==> src/rtl/jed_pkg.sv <==
`timescale 1ns / 1ps

package jed_pkg;

    localparam int unsigned ADC_W  = 12;
    localparam int unsigned TS_W   = 32;
    localparam int unsigned THR_W  = 7;
    localparam int unsigned DBC_W  = 16;
    localparam int unsigned CFG_W  = 16;
    localparam int unsigned IDX_W  = 2;

    localparam logic [THR_W-1:0] NAV_THR_RST = 7'd50;
    localparam logic [THR_W-1:0] TGL_THR_RST = 7'd50;
    localparam logic [DBC_W-1:0] DBC_MS_RST  = 16'd50;

    localparam logic [IDX_W-1:0] CFG_NAV_THR = 2'd0;
    localparam logic [IDX_W-1:0] CFG_TGL_THR = 2'd1;
    localparam logic [IDX_W-1:0] CFG_DBC_MS  = 2'd2;

    typedef logic signed [7:0] t_axis;

    typedef enum logic [1:0] {
        MOVE_NONE = 2'd0,
        MOVE_UP   = 2'd1,
        MOVE_DOWN = 2'd2
    } t_move;

    typedef struct packed {
        t_move move;
        logic  toggle;
        logic  press;
        logic  held;
    } t_result;

    // floor(raw * 200 / 4095) - 100; divide by 2^12-1 via shift-and-add
    function automatic t_axis map_axis(input logic [ADC_W-1:0] raw);
        logic [19:0] prod;
        logic [20:0] sum;
        logic [7:0]  quo;
        prod = 20'(raw) * 20'd200;
        sum  = 21'(prod) + 21'(prod >> 12) + 21'd1;
        quo  = 8'(sum >> 12);
        return t_axis'(quo - 8'd100);
    endfunction

    function automatic logic [THR_W-1:0] axis_mag(input t_axis v);
        logic [7:0] a;
        a = v[7] ? 8'(-v) : 8'(v);
        return a[THR_W-1:0];
    endfunction

endpackage

==> src/rtl/jed_debounce.sv <==
`timescale 1ns / 1ps

module jed_debounce (
    input  logic                          i_clk,
    input  logic                          i_rst_n,
    input  logic                          i_step,
    input  logic                          i_raw_pressed,
    input  logic [jed_pkg::TS_W-1:0]      i_now_ms,
    input  logic [jed_pkg::DBC_W-1:0]     i_debounce_ms,
    output logic                          o_press,
    output logic                          o_held
);

    logic                     r_prev_raw;
    logic [jed_pkg::TS_W-1:0] r_start;
    logic                     r_stable;
    logic [jed_pkg::TS_W-1:0] n_start;
    logic                     n_stable;
    logic [jed_pkg::TS_W-1:0] elapsed;
    logic                     accept;

    always_comb begin
        n_start  = (i_raw_pressed != r_prev_raw) ? i_now_ms : r_start;
        elapsed  = i_now_ms - n_start;
        accept   = (elapsed > jed_pkg::TS_W'(i_debounce_ms)) && (i_raw_pressed != r_stable);
        n_stable = accept ? i_raw_pressed : r_stable;
        o_press  = accept && i_raw_pressed;
        o_held   = n_stable;
    end

    always_ff @(posedge i_clk) begin
        if (!i_rst_n) begin
            r_prev_raw <= 1'b0;
            r_start    <= '0;
            r_stable   <= 1'b0;
        end else if (i_step) begin
            r_prev_raw <= i_raw_pressed;
            r_start    <= n_start;
            r_stable   <= n_stable;
        end
    end

endmodule

==> src/rtl/jed_axis_events.sv <==
`timescale 1ns / 1ps

module jed_axis_events (
    input  logic                          i_clk,
    input  logic                          i_rst_n,
    input  logic                          i_step,
    input  logic [jed_pkg::ADC_W-1:0]     i_raw_x,
    input  logic [jed_pkg::ADC_W-1:0]     i_raw_y,
    input  logic [jed_pkg::THR_W-1:0]     i_nav_thr,
    input  logic [jed_pkg::THR_W-1:0]     i_tgl_thr,
    output jed_pkg::t_move                o_move,
    output logic                          o_toggle
);

    jed_pkg::t_axis r_prev_x;
    jed_pkg::t_axis r_prev_y;
    logic           r_x_defl;
    logic           r_y_defl;
    jed_pkg::t_axis x_map;
    jed_pkg::t_axis y_map;
    logic           x_defl;
    logic           y_defl;

    always_comb begin
        x_map    = jed_pkg::map_axis(i_raw_x);
        y_map    = jed_pkg::map_axis(i_raw_y);
        x_defl   = jed_pkg::axis_mag(x_map) > i_tgl_thr;
        y_defl   = jed_pkg::axis_mag(y_map) > i_nav_thr;
        o_move   = jed_pkg::MOVE_NONE;
        if (!y_defl && r_y_defl) begin
            if (r_prev_y > 0) begin
                o_move = jed_pkg::MOVE_UP;
            end else if (r_prev_y < 0) begin
                o_move = jed_pkg::MOVE_DOWN;
            end
        end
        o_toggle = !x_defl && r_x_defl && (jed_pkg::axis_mag(r_prev_x) > i_tgl_thr);
    end

    always_ff @(posedge i_clk) begin
        if (!i_rst_n) begin
            r_prev_x <= '0;
            r_prev_y <= '0;
            r_x_defl <= 1'b0;
            r_y_defl <= 1'b0;
        end else if (i_step) begin
            r_prev_x <= x_map;
            r_prev_y <= y_map;
            r_x_defl <= x_defl;
            r_y_defl <= y_defl;
        end
    end

endmodule

==> src/rtl/joystick_event_detector_unit.sv <==
`timescale 1ns / 1ps

// Input register, then result register; mapping, debounce and edge logic sit in one stage.
// Throughput: one item per cycle while the output is not stalled.
// Ready drops only while both stages hold data and the result is not taken.
// Reset (synchronous, active low) clears valids, state and config to defaults.

module joystick_event_detector_unit (
    input  logic                          i_clk,
    input  logic                          i_rst_n,
    input  logic                          i_cfg_we,
    input  logic [jed_pkg::IDX_W-1:0]     i_cfg_idx,
    input  logic [jed_pkg::CFG_W-1:0]     i_cfg_data,
    input  logic                          i_valid,
    output logic                          o_ready,
    input  logic [jed_pkg::ADC_W-1:0]     i_raw_x,
    input  logic [jed_pkg::ADC_W-1:0]     i_raw_y,
    input  logic                          i_button_pin_level,
    input  logic [jed_pkg::TS_W-1:0]      i_now_ms,
    output logic                          o_valid,
    input  logic                          i_ready,
    output logic [1:0]                    o_move,
    output logic                          o_toggle,
    output logic                          o_press,
    output logic                          o_button_held
);

    logic [jed_pkg::THR_W-1:0] r_nav_thr;
    logic [jed_pkg::THR_W-1:0] r_tgl_thr;
    logic [jed_pkg::DBC_W-1:0] r_dbc_ms;

    logic                      r_in_vld;
    logic [jed_pkg::ADC_W-1:0] r_raw_x;
    logic [jed_pkg::ADC_W-1:0] r_raw_y;
    logic                      r_pin;
    logic [jed_pkg::TS_W-1:0]  r_now;

    logic                      r_out_vld;
    jed_pkg::t_result          r_res;
    jed_pkg::t_result          n_res;

    jed_pkg::t_move            n_move;
    logic                      n_toggle;
    logic                      n_press;
    logic                      n_held;

    logic                      step;
    logic                      in_xfer;

    always_comb begin
        step    = r_in_vld && (!r_out_vld || i_ready);
        o_ready = !r_in_vld || step;
        in_xfer = i_valid && o_ready;
    end

    always_ff @(posedge i_clk) begin
        if (!i_rst_n) begin
            r_nav_thr <= jed_pkg::NAV_THR_RST;
            r_tgl_thr <= jed_pkg::TGL_THR_RST;
            r_dbc_ms  <= jed_pkg::DBC_MS_RST;
        end else if (i_cfg_we) begin
            case (i_cfg_idx)
                jed_pkg::CFG_NAV_THR: r_nav_thr <= i_cfg_data[jed_pkg::THR_W-1:0];
                jed_pkg::CFG_TGL_THR: r_tgl_thr <= i_cfg_data[jed_pkg::THR_W-1:0];
                jed_pkg::CFG_DBC_MS:  r_dbc_ms  <= i_cfg_data[jed_pkg::DBC_W-1:0];
                default: ;
            endcase
        end
    end

    always_ff @(posedge i_clk) begin
        if (!i_rst_n) begin
            r_in_vld <= 1'b0;
        end else if (o_ready) begin
            r_in_vld <= i_valid;
        end
    end

    always_ff @(posedge i_clk) begin
        if (in_xfer) begin
            r_raw_x <= i_raw_x;
            r_raw_y <= i_raw_y;
            r_pin   <= i_button_pin_level;
            r_now   <= i_now_ms;
        end
    end

    jed_debounce u_debounce (
        .i_clk         (i_clk),
        .i_rst_n       (i_rst_n),
        .i_step        (step),
        .i_raw_pressed (!r_pin),
        .i_now_ms      (r_now),
        .i_debounce_ms (r_dbc_ms),
        .o_press       (n_press),
        .o_held        (n_held)
    );

    jed_axis_events u_axis (
        .i_clk     (i_clk),
        .i_rst_n   (i_rst_n),
        .i_step    (step),
        .i_raw_x   (r_raw_x),
        .i_raw_y   (r_raw_y),
        .i_nav_thr (r_nav_thr),
        .i_tgl_thr (r_tgl_thr),
        .o_move    (n_move),
        .o_toggle  (n_toggle)
    );

    always_comb begin
        n_res.move   = n_move;
        n_res.toggle = n_toggle;
        n_res.press  = n_press;
        n_res.held   = n_held;
    end

    always_ff @(posedge i_clk) begin
        if (!i_rst_n) begin
            r_out_vld <= 1'b0;
        end else if (!r_out_vld || i_ready) begin
            r_out_vld <= r_in_vld;
        end
    end

    always_ff @(posedge i_clk) begin
        if (step) begin
            r_res <= n_res;
        end
    end

    assign o_valid       = r_out_vld;
    assign o_move        = r_res.move;
    assign o_toggle      = r_res.toggle;
    assign o_press       = r_res.press;
    assign o_button_held = r_res.held;

    a_press_held: assert property (@(posedge i_clk) disable iff (!i_rst_n)
        o_valid && o_press |-> o_button_held)
        else $error("press reported without held button");

    a_ready_low: assert property (@(posedge i_clk) disable iff (!i_rst_n)
        !o_ready |-> r_in_vld && r_out_vld && !i_ready)
        else $error("ready low without a full, stalled pipe");

    a_in_fill: assert property (@(posedge i_clk) disable iff (!i_rst_n)
        in_xfer |=> r_in_vld)
        else $error("input transfer lost");

    a_out_fill: assert property (@(posedge i_clk) disable iff (!i_rst_n)
        step |=> o_valid)
        else $error("processed item did not reach output");

endmodule

==> config.mk <==
export PLATFORM = sky130hd
export DESIGN_NAME = joystick_event_detector_unit
export DESIGN_NICKNAME = d
export VERILOG_FILES = /design/src/rtl/jed_pkg.sv /design/src/rtl/jed_debounce.sv /design/src/rtl/jed_axis_events.sv /design/src/rtl/joystick_event_detector_unit.sv
export SDC_FILE = /design/constraint.sdc
export NUM_CORES = 1
export LEC_CHECK = 0
export BUFFER_PORTS_ARGS = -buffer_cell sky130_fd_sc_hd__buf_2
export CAP_MARGIN = 10
export CORE_AREA = 2 2 154 156
export DETAILED_ROUTE_END_ITERATION = 10
export DIE_AREA = 0 0 156 158
export PLACE_DENSITY = 0.74
export REMOVE_ABC_BUFFERS = 1
export SYNTH_ARGS = -nofsm -noshare
export SYNTH_HDL_FRONTEND = slang
export SYNTH_SLANG_ARGS = --single-unit
==> constraint.sdc <==
create_clock -name i_clk -period 8.8 [get_ports i_clk]
set_input_delay 1.76 -clock i_clk [delete_from_list [all_inputs] [get_ports i_clk]]
set_output_delay 1.76 -clock i_clk [all_outputs]
set_load 0.01 [all_outputs]
==> results by group, run 1 <==
Final layout
  • Area Overhead vs Synth: 11.7%
  • Filler cells: 2,028
  • Share of layout cells above drive strength 1: 0.119
  • Total Nets Final: 1,574
  • Ant. Diodes: 0

Synth
  • Share of Yosys cell area claimed by the top area cell type: 0.181
  • Seq/Total Area, Yosys: 0.314
  • Top FF cell, synth: dfxtp_1
  • Number of flops mapped to enable cells by yosys: 62
  • Area contributors post-synth: ha_1 18%, edfxtp_1 17%, dfxtp_1 15%
  • Cells after Synth: 1,238
  • Seq cells post-synth: 146
  • Area leader, netlist: ha_1
  • Syn avg cell area: 9.11 um2
  • Synth Cell Area: 11,300 um2
  • Syn. warnings: 0
  • Top-count cell post-synth: ha_1
  • FFs w/ async S/R, synth: 0
  • Synth unique cells: 77
  • Leading cell types by count after synthesis: 163 x ha_1, 114 x inv_1, 98 x nor2_1

Run
  • Max Cap Viol: 0

Timing
  • # setup viols final: 0
  • Final hold vios: 0
  • Final critical-path required period: 8.22 ns
  • Max-slew violations: 0
  • Setup TNS Final: 0 ns
  • Least-Margin Pin Slew: 1.07 ns
  • Max-slew headroom at the worst pin: 0.276
  • Unrepaired setup endpoints after global routing: false
  • Fin crit share: 0.935
  • Post-Route Skew: 0.0107 ns
  • Fin worst setup slack: 0.576 ns
  • Hold Slack: 0.455 ns
  • FMAX: 122 MHz

Worst setup path
  • Register-to-Register Setup Slack: 0.58 ns
  • Worst R2R End: o_move[0]
  • Critical-path top delay cell: edfxtp_1
  • Critical path capture point type: flop
  • Req. time, crit path: 9.03 ns
  • Most frequent cell on the critical path: ha_1
  • Reg2reg path depth: 29
  • Crit path DAT: 8.46 ns
  • Worst Path Max Fanout: 7
  • Setup CP Type: flop to flop
  • Worst r2r src: r_raw_y[2]
  • Largest stage delay on the critical path: 0.46 ns
  • Critical Path Source Type: flop

Floorplan
  • Core ar.: 23,100 um2
  • Initial Utilization: 0.489
  • I/O pins: 87
  • Die area: 24,600 um2
  • Site row count: 56
  • Chip Height: 158 um
  • Die Span X: 156 um

Drt
  • Drt first pass iters: 5
  • Aggregate routed wire length: 24,500 um
  • Remaining antenna violation count: 0
  • Vias: 9,123
  • DRC Markers: 0
  • Via density: 5.63
  • Iteration-0 DRC Markers: 617
  • Routed len/inst: 15.1 um

Placed design
  • Pre-CTS WS: 0.574 ns
  • Post-DP HPWL: 18,200 um
  • GPL Wtd Cong: 0.909
  • Number of port buffers: 86

Pwr
  • Int Pwr: 1.87 mW
  • Seq pwr share: 0.258
  • Power Density: 244 nW/um2
  • Logic pwr share: 0.499
  • Clock share of power: 0.244
  • P_sw: 1.21 mW
  • Peak VDD IR: 158 uV
  • Sw Ratio: 0.392
  • Leakage Power: 5.66 nW

Clocking
  • TritonCTS clock tree: yes
  • CTS root buf: clkbuf_16
  • Clk_lat worst skew: 0.43 ns
  • Clock-pin slew on the worst setup and hold paths: 0.07 ns
  • CTS Buffer Depth: 2
  • Num CTS Buffers: 17
  • CTS H-tree depth: 4
  • Number of post-CTS setup repair buffers: 0
  • Cts hold-fix bufs: 0
  • Clk sinks: 146
  • Post-cts resize count: 0

Worst hold path
  • Hold EP: u_debounce.r_start[29]
  • Min-delay src: u_debounce.r_start[29]
  • WHS Path Cells: 2
  • Worst hold path class: flop to flop

Global route
  • GRT Resource Usage Total: 0.203
  • Largest net degree at the start of global routing: 87
  • Initial antenna violation count: 0
  • First-pass GRT wire length: 40,700 um
  • Total grt overflow: 0
  • Vias in the first global route: 8,544

Status
  • Run status: completed
## registers in the layout (all words and copies together), names as in the netlist, 2 cells and up
signal              count
o_move                  2
u_axis.r_prev_y         8
u_axis.r_prev_x         8
r_now                  32
r_tgl_thr               7
r_raw_y                12
u_debounce.r_start     32
r_nav_thr               7
r_dbc_ms               16
r_raw_x                12
## layout by cell type, fill, tap and decap left out, drive strengths merged, types with 9 or more instances in the layout
cell type / n
nand2b: 19
dfxtp: 84
o211ai: 12
or3: 9
and3: 12
xor2: 20
a211oi: 45
a21oi: 75
nor2: 98
mux2i: 43
nand3: 19
nand2: 96
nor3b: 9
nor3: 18
a21o: 37
clkbuf: 20
ha: 163
xnor2: 44
fa: 15
o21a: 18
nand4: 19
nor2b: 18
o21ai: 47
buf: 92
inv: 121
edfxtp: 62
a31oi: 11
## kinds of logic (layout without fill, tap and decap cells)
family / count (synthesis) / after routing / synth area share
simple gates: 352 / 352 / 0.154
xor+xnor: 64 / 64 / 0.0497
flops: 146 / 146 / 0.314
fa+ha+maj: 179 / 179 / 0.208
buf+inv: 149 / 240 / 0.0496
mux: 44 / 44 / 0.0391
compound gates: 304 / 304 / 0.186
## power by group through the flow
stage	registers [mW]	clock network [mW]	logic [mW]
5_1_grt	0.800	0.790	1.74
2_1_floorplan	0.798	0	1.21
3_3_place_gp	0.806	0	1.47
6_report	0.794	0.750	1.54
4_1_cts	0.793	0.766	1.53
3_5_place_dp	0.808	0	1.52
## metrics by stage
step	total power [mW]	std cells	area [um2]	util
2_1_floorplan	2.01	1205	11200	-
3_3_place_gp	2.27	1587	12000	0.521
3_5_place_dp	2.32	1587	12000	0.521
4_1_cts	3.09	1619	12600	0.547
5_1_grt	3.33	1619	12600	0.547
6_report	3.08	1619	12600	0.547
## layout make-up
cell class	instances	area [um2]	share of cell area
repair buffers	92	475	0.0377
well taps	290	363	0.0288
multi-input cells	943	7190	0.570
clock buffers	20	458	0.0363
inverters	116	435	0.0345
flip-flops and latches	146	3540	0.281
clock inverters	12	143	0.0113
## critical path: cells and delay by family, from the launching register on
| family | cells | cell delay, ns |
|---|---|---|
| DFF | 1 | 0.46 |
| and+or+nand+nor | 6 | 1.39 |
| AOI/OAI and AO/OA | 9 | 2.02 |
| buffers and inverters | 2 | 0.23 |
| adders and majority gates | 8 | 2.80 |
| xor gates and xnor gates | 4 | 1.15 |
## worst max path at each step
stage                            to  cells after the start  slack, ns        from
final                     o_move[0]                     29       0.58  r_raw_y[2]
after global routing      o_move[0]                     29       0.04  r_raw_y[2]
after CTS                 o_move[0]                     29       0.57  r_raw_y[2]
after detailed placement  o_move[0]                     29       0.57  r_raw_y[2]
after global placement    o_move[0]                     29       0.85  r_raw_y[2]
after floorplan           o_move[0]                     29       1.27  r_raw_y[2]
## routing by layer
metal	wire, um	GRT usage	part of all wire
met4	445	0.0673	0.018
met2	11000	0.326	0.45
met3	988	0.0252	0.040
met5	0	0	0
met1	12000	0.285	0.49
No activity file was read; power rests on OpenSTA's default activity.
==> inputs of run 2 (changes only) <==
Settings changed: MAX_ROUTING_LAYER set to met4.
==> run 2 against run 1 <==
Net effect:
- power shrank 1.2%
- sequential power about the same
- core utilization decreased by 0.092 points
- sequential share of layout area about the same
- clock power fell by 3.1%
- cell area is 0.17% lower
- first-iteration DRC count decreased by 20%
- non-clock buffer count fell by 1
- global-route usage is 0.38 points higher
- wire length fell by 1.9%
- largest cell class unchanged
- largest power group unchanged
==> results by group, run 2 (synthesis gave the netlist of run 1 again) <==
Floorplan
  • Chip Height: 158 um (unchanged)
  • Initial Utilization: 0.489 (unchanged)
  • Site row count: 56 (unchanged)
  • Core ar.: 23,100 um2 (unchanged)
  • Die Span X: 156 um (unchanged)
  • I/O pins: 87 (unchanged)
  • Die area: 24,600 um2 (unchanged)

Timing
  • Final critical-path required period: 8.17 ns (-0.0499 ns)
  • # setup viols final: 0 (unchanged)
  • FMAX: 122 MHz (+0.61%)
  • Final hold vios: 0 (unchanged)
  • Max-slew violations: 0 (unchanged)
  • Fin crit share: 0.929 (-0.00567)
  • Least-Margin Pin Slew: 1.12 ns (+0.0509 ns)
  • Max-slew headroom at the worst pin: 0.241 (-0.0344)
  • Setup TNS Final: 0 ns (unchanged)
  • Post-Route Skew: 0.00906 ns (-0.00164 ns)
  • Unrepaired setup endpoints after global routing: false

Final layout
  • Commonest non-fill, non-tap cell in the layout: ha_1
  • Share of layout cells above drive strength 1: 0.118 (-0.000663)
  • Total Nets Final: 1,573 (-0.064%)
  • Util after Layout: 0.546 (-0.000923)
  • Most frequent cells in the layout: 163 x ha_1, 114 x inv_1, 98 x nor2_1, 96 x nand2_1, 86 x buf_2
  • Largest regs: r_now x32, u_debounce.r_start x32, r_dbc_ms x16
  • Area Overhead vs Synth: 11.5%
  • Post-layout instance area: 12,600 um2 (-0.17%)
  • Ant. Diodes: 0 (unchanged)

Clocking
  • CTS root buf: clkbuf_16
  • Post-cts resize count: 0 (unchanged)
  • Clock-pin slew on the worst setup and hold paths: 0.07 ns (about the same)
  • CTS H-tree depth: 4 (unchanged)
  • Clk_lat worst skew: 0.42 ns (about the same)
  • Num CTS Buffers: 17 (unchanged)
  • Number of post-CTS setup repair buffers: 0 (unchanged)
  • TritonCTS clock tree: yes
  • Clk sinks: 146 (unchanged)
  • CTS Buffer Depth: 2 (unchanged)
  • Cts hold-fix bufs: 0 (unchanged)

Run
  • Max Cap Viol: 0 (unchanged)

Drt
  • Aggregate routed wire length: 24,000 um (-1.9%)
  • DRC Markers: 0 (unchanged)
  • Remaining antenna violation count: 0 (unchanged)
  • Iteration-0 DRC Markers: 494 (-20%)
  • Vias: 9,014 (-1.2%)
  • Routed len/inst: 14.8 um (-1.8%)
  • Drt first pass iters: 5 (unchanged)
  • Via density: 5.57 (-1.1%)

Worst setup path
  • Worst r2r src: r_raw_y[2]
  • Setup CP Type: flop to flop
  • Most frequent cell on the critical path: ha_1
  • Crit path DAT: 8.41 ns (-0.05 ns)
  • Largest stage delay on the critical path: 0.46 ns (about the same)
  • Worst R2R End: o_move[0]
  • Req. time, crit path: 9.04 ns (about the same)
  • Critical Path Source Type: flop
  • Critical path capture point type: flop
  • Reg2reg path depth: 29 (unchanged)
  • Critical-path top delay cell: fa_1
  • Worst Path Max Fanout: 7 (unchanged)
  • Register-to-Register Setup Slack: 0.63 ns (+0.05 ns)

Placed design
  • Post-DP HPWL: 18,200 um (about the same)
  • GPL Wtd Cong: 0.933 (+2.6%)
  • Post-place instance area: 12,000 um2 (about the same)
  • Number of port buffers: 86 (unchanged)

Worst hold path
  • Hold EP: u_debounce.r_start[30]
  • WHS Path Cells: 2 (unchanged)
  • Min-delay src: u_debounce.r_start[30]
  • Worst hold path class: flop to flop

Global route
  • Largest net degree at the start of global routing: 58 (-33%)
  • First-pass GRT wire length: 40,400 um (-0.65%)
  • Total grt overflow: 0 (unchanged)
  • Vias in the first global route: 8,756 (+2.5%)
  • Initial antenna violation count: 0 (unchanged)
  • GRT Resource Usage Total: 0.207 (+0.00382)

Status
  • Run status: completed

Pwr
  • Power Density: 242 nW/um2 (-1.1%)
  • Leakage Power: 5.65 nW (-0.26%)
  • Peak VDD IR: 124 uV (-22%)
-- run 2: cell types whose count changed in the layout (fill, tap and decap cells not counted) --
cell	change
buf_4	-1
bufinv_16	-1
clkbuf_1	-1
clkbuf_8	+1
clkinv_1	+1
clkinv_2	-1
clkinvlp_4	+1
-- run 2: through the flow --
step / hold WS (ns) / setup slack, ns / cells / total power [mW]
final: 0.453 / 0.626 / 1618 / 3.04
after detailed placement: 0.446 / 0.673 / 1586 / 2.32
after global placement: 0.443 / 0.845 / 1586 / 2.27
after global routing: 0.468 / 0.0612 / 1618 / 3.31
after CTS: 0.456 / 0.639 / 1618 / 3.06
after floorplan: 0.433 / 1.27 / 1205 / 2.01
-- run 2: worst max path at each step --
stage,start,to,slack [ns]
final,r_raw_y[2],o_move[0],0.63
after global routing,r_raw_y[3],o_move[0],0.06
after CTS,r_raw_y[2],o_move[0],0.64
after detailed placement,r_raw_y[2],o_move[0],0.67
after global placement,r_raw_y[2],o_move[0],0.84
after floorplan,r_raw_y[2],o_move[0],1.27
-- run 2: metal layers --
metal,track usage,part of all wire,up-vias
li1,-,-,4632
met3,0.0315,0.037,25
met5,-,0,-
met2,0.337,0.46,175
met1,0.271,0.49,4182
met4,0.0550,0.014,0
-- run 2: area by class of cell --
class	instances	area, um2
Multi-Input combinational cell	943	7190
Sequential cell	146	3540
Fill cell	2083	10500
Inverter	116	435
Tap cell	290	363
Clock inverter	12	119
Timing Repair Buffer	91	468
Clock buffer	20	468
-- run 2: power by group --
group          internal, mW  total [mW]  switching, mW
Clock                 0.419       0.727          0.308
Sequential            0.760       0.793         0.0338
Combinational         0.668        1.52          0.852
-- run 2: worst max-delay path: cells and delay by family (launching register included) --
| family | cells | cell delay [ns] |
|---|---|---|
| fa+ha+maj | 8 | 2.77 |
| compound gates | 9 | 2.01 |
| simple gates | 6 | 1.36 |
| xor+xnor | 4 | 1.15 |
| flops | 1 | 0.45 |
| buf+inv | 2 | 0.22 |
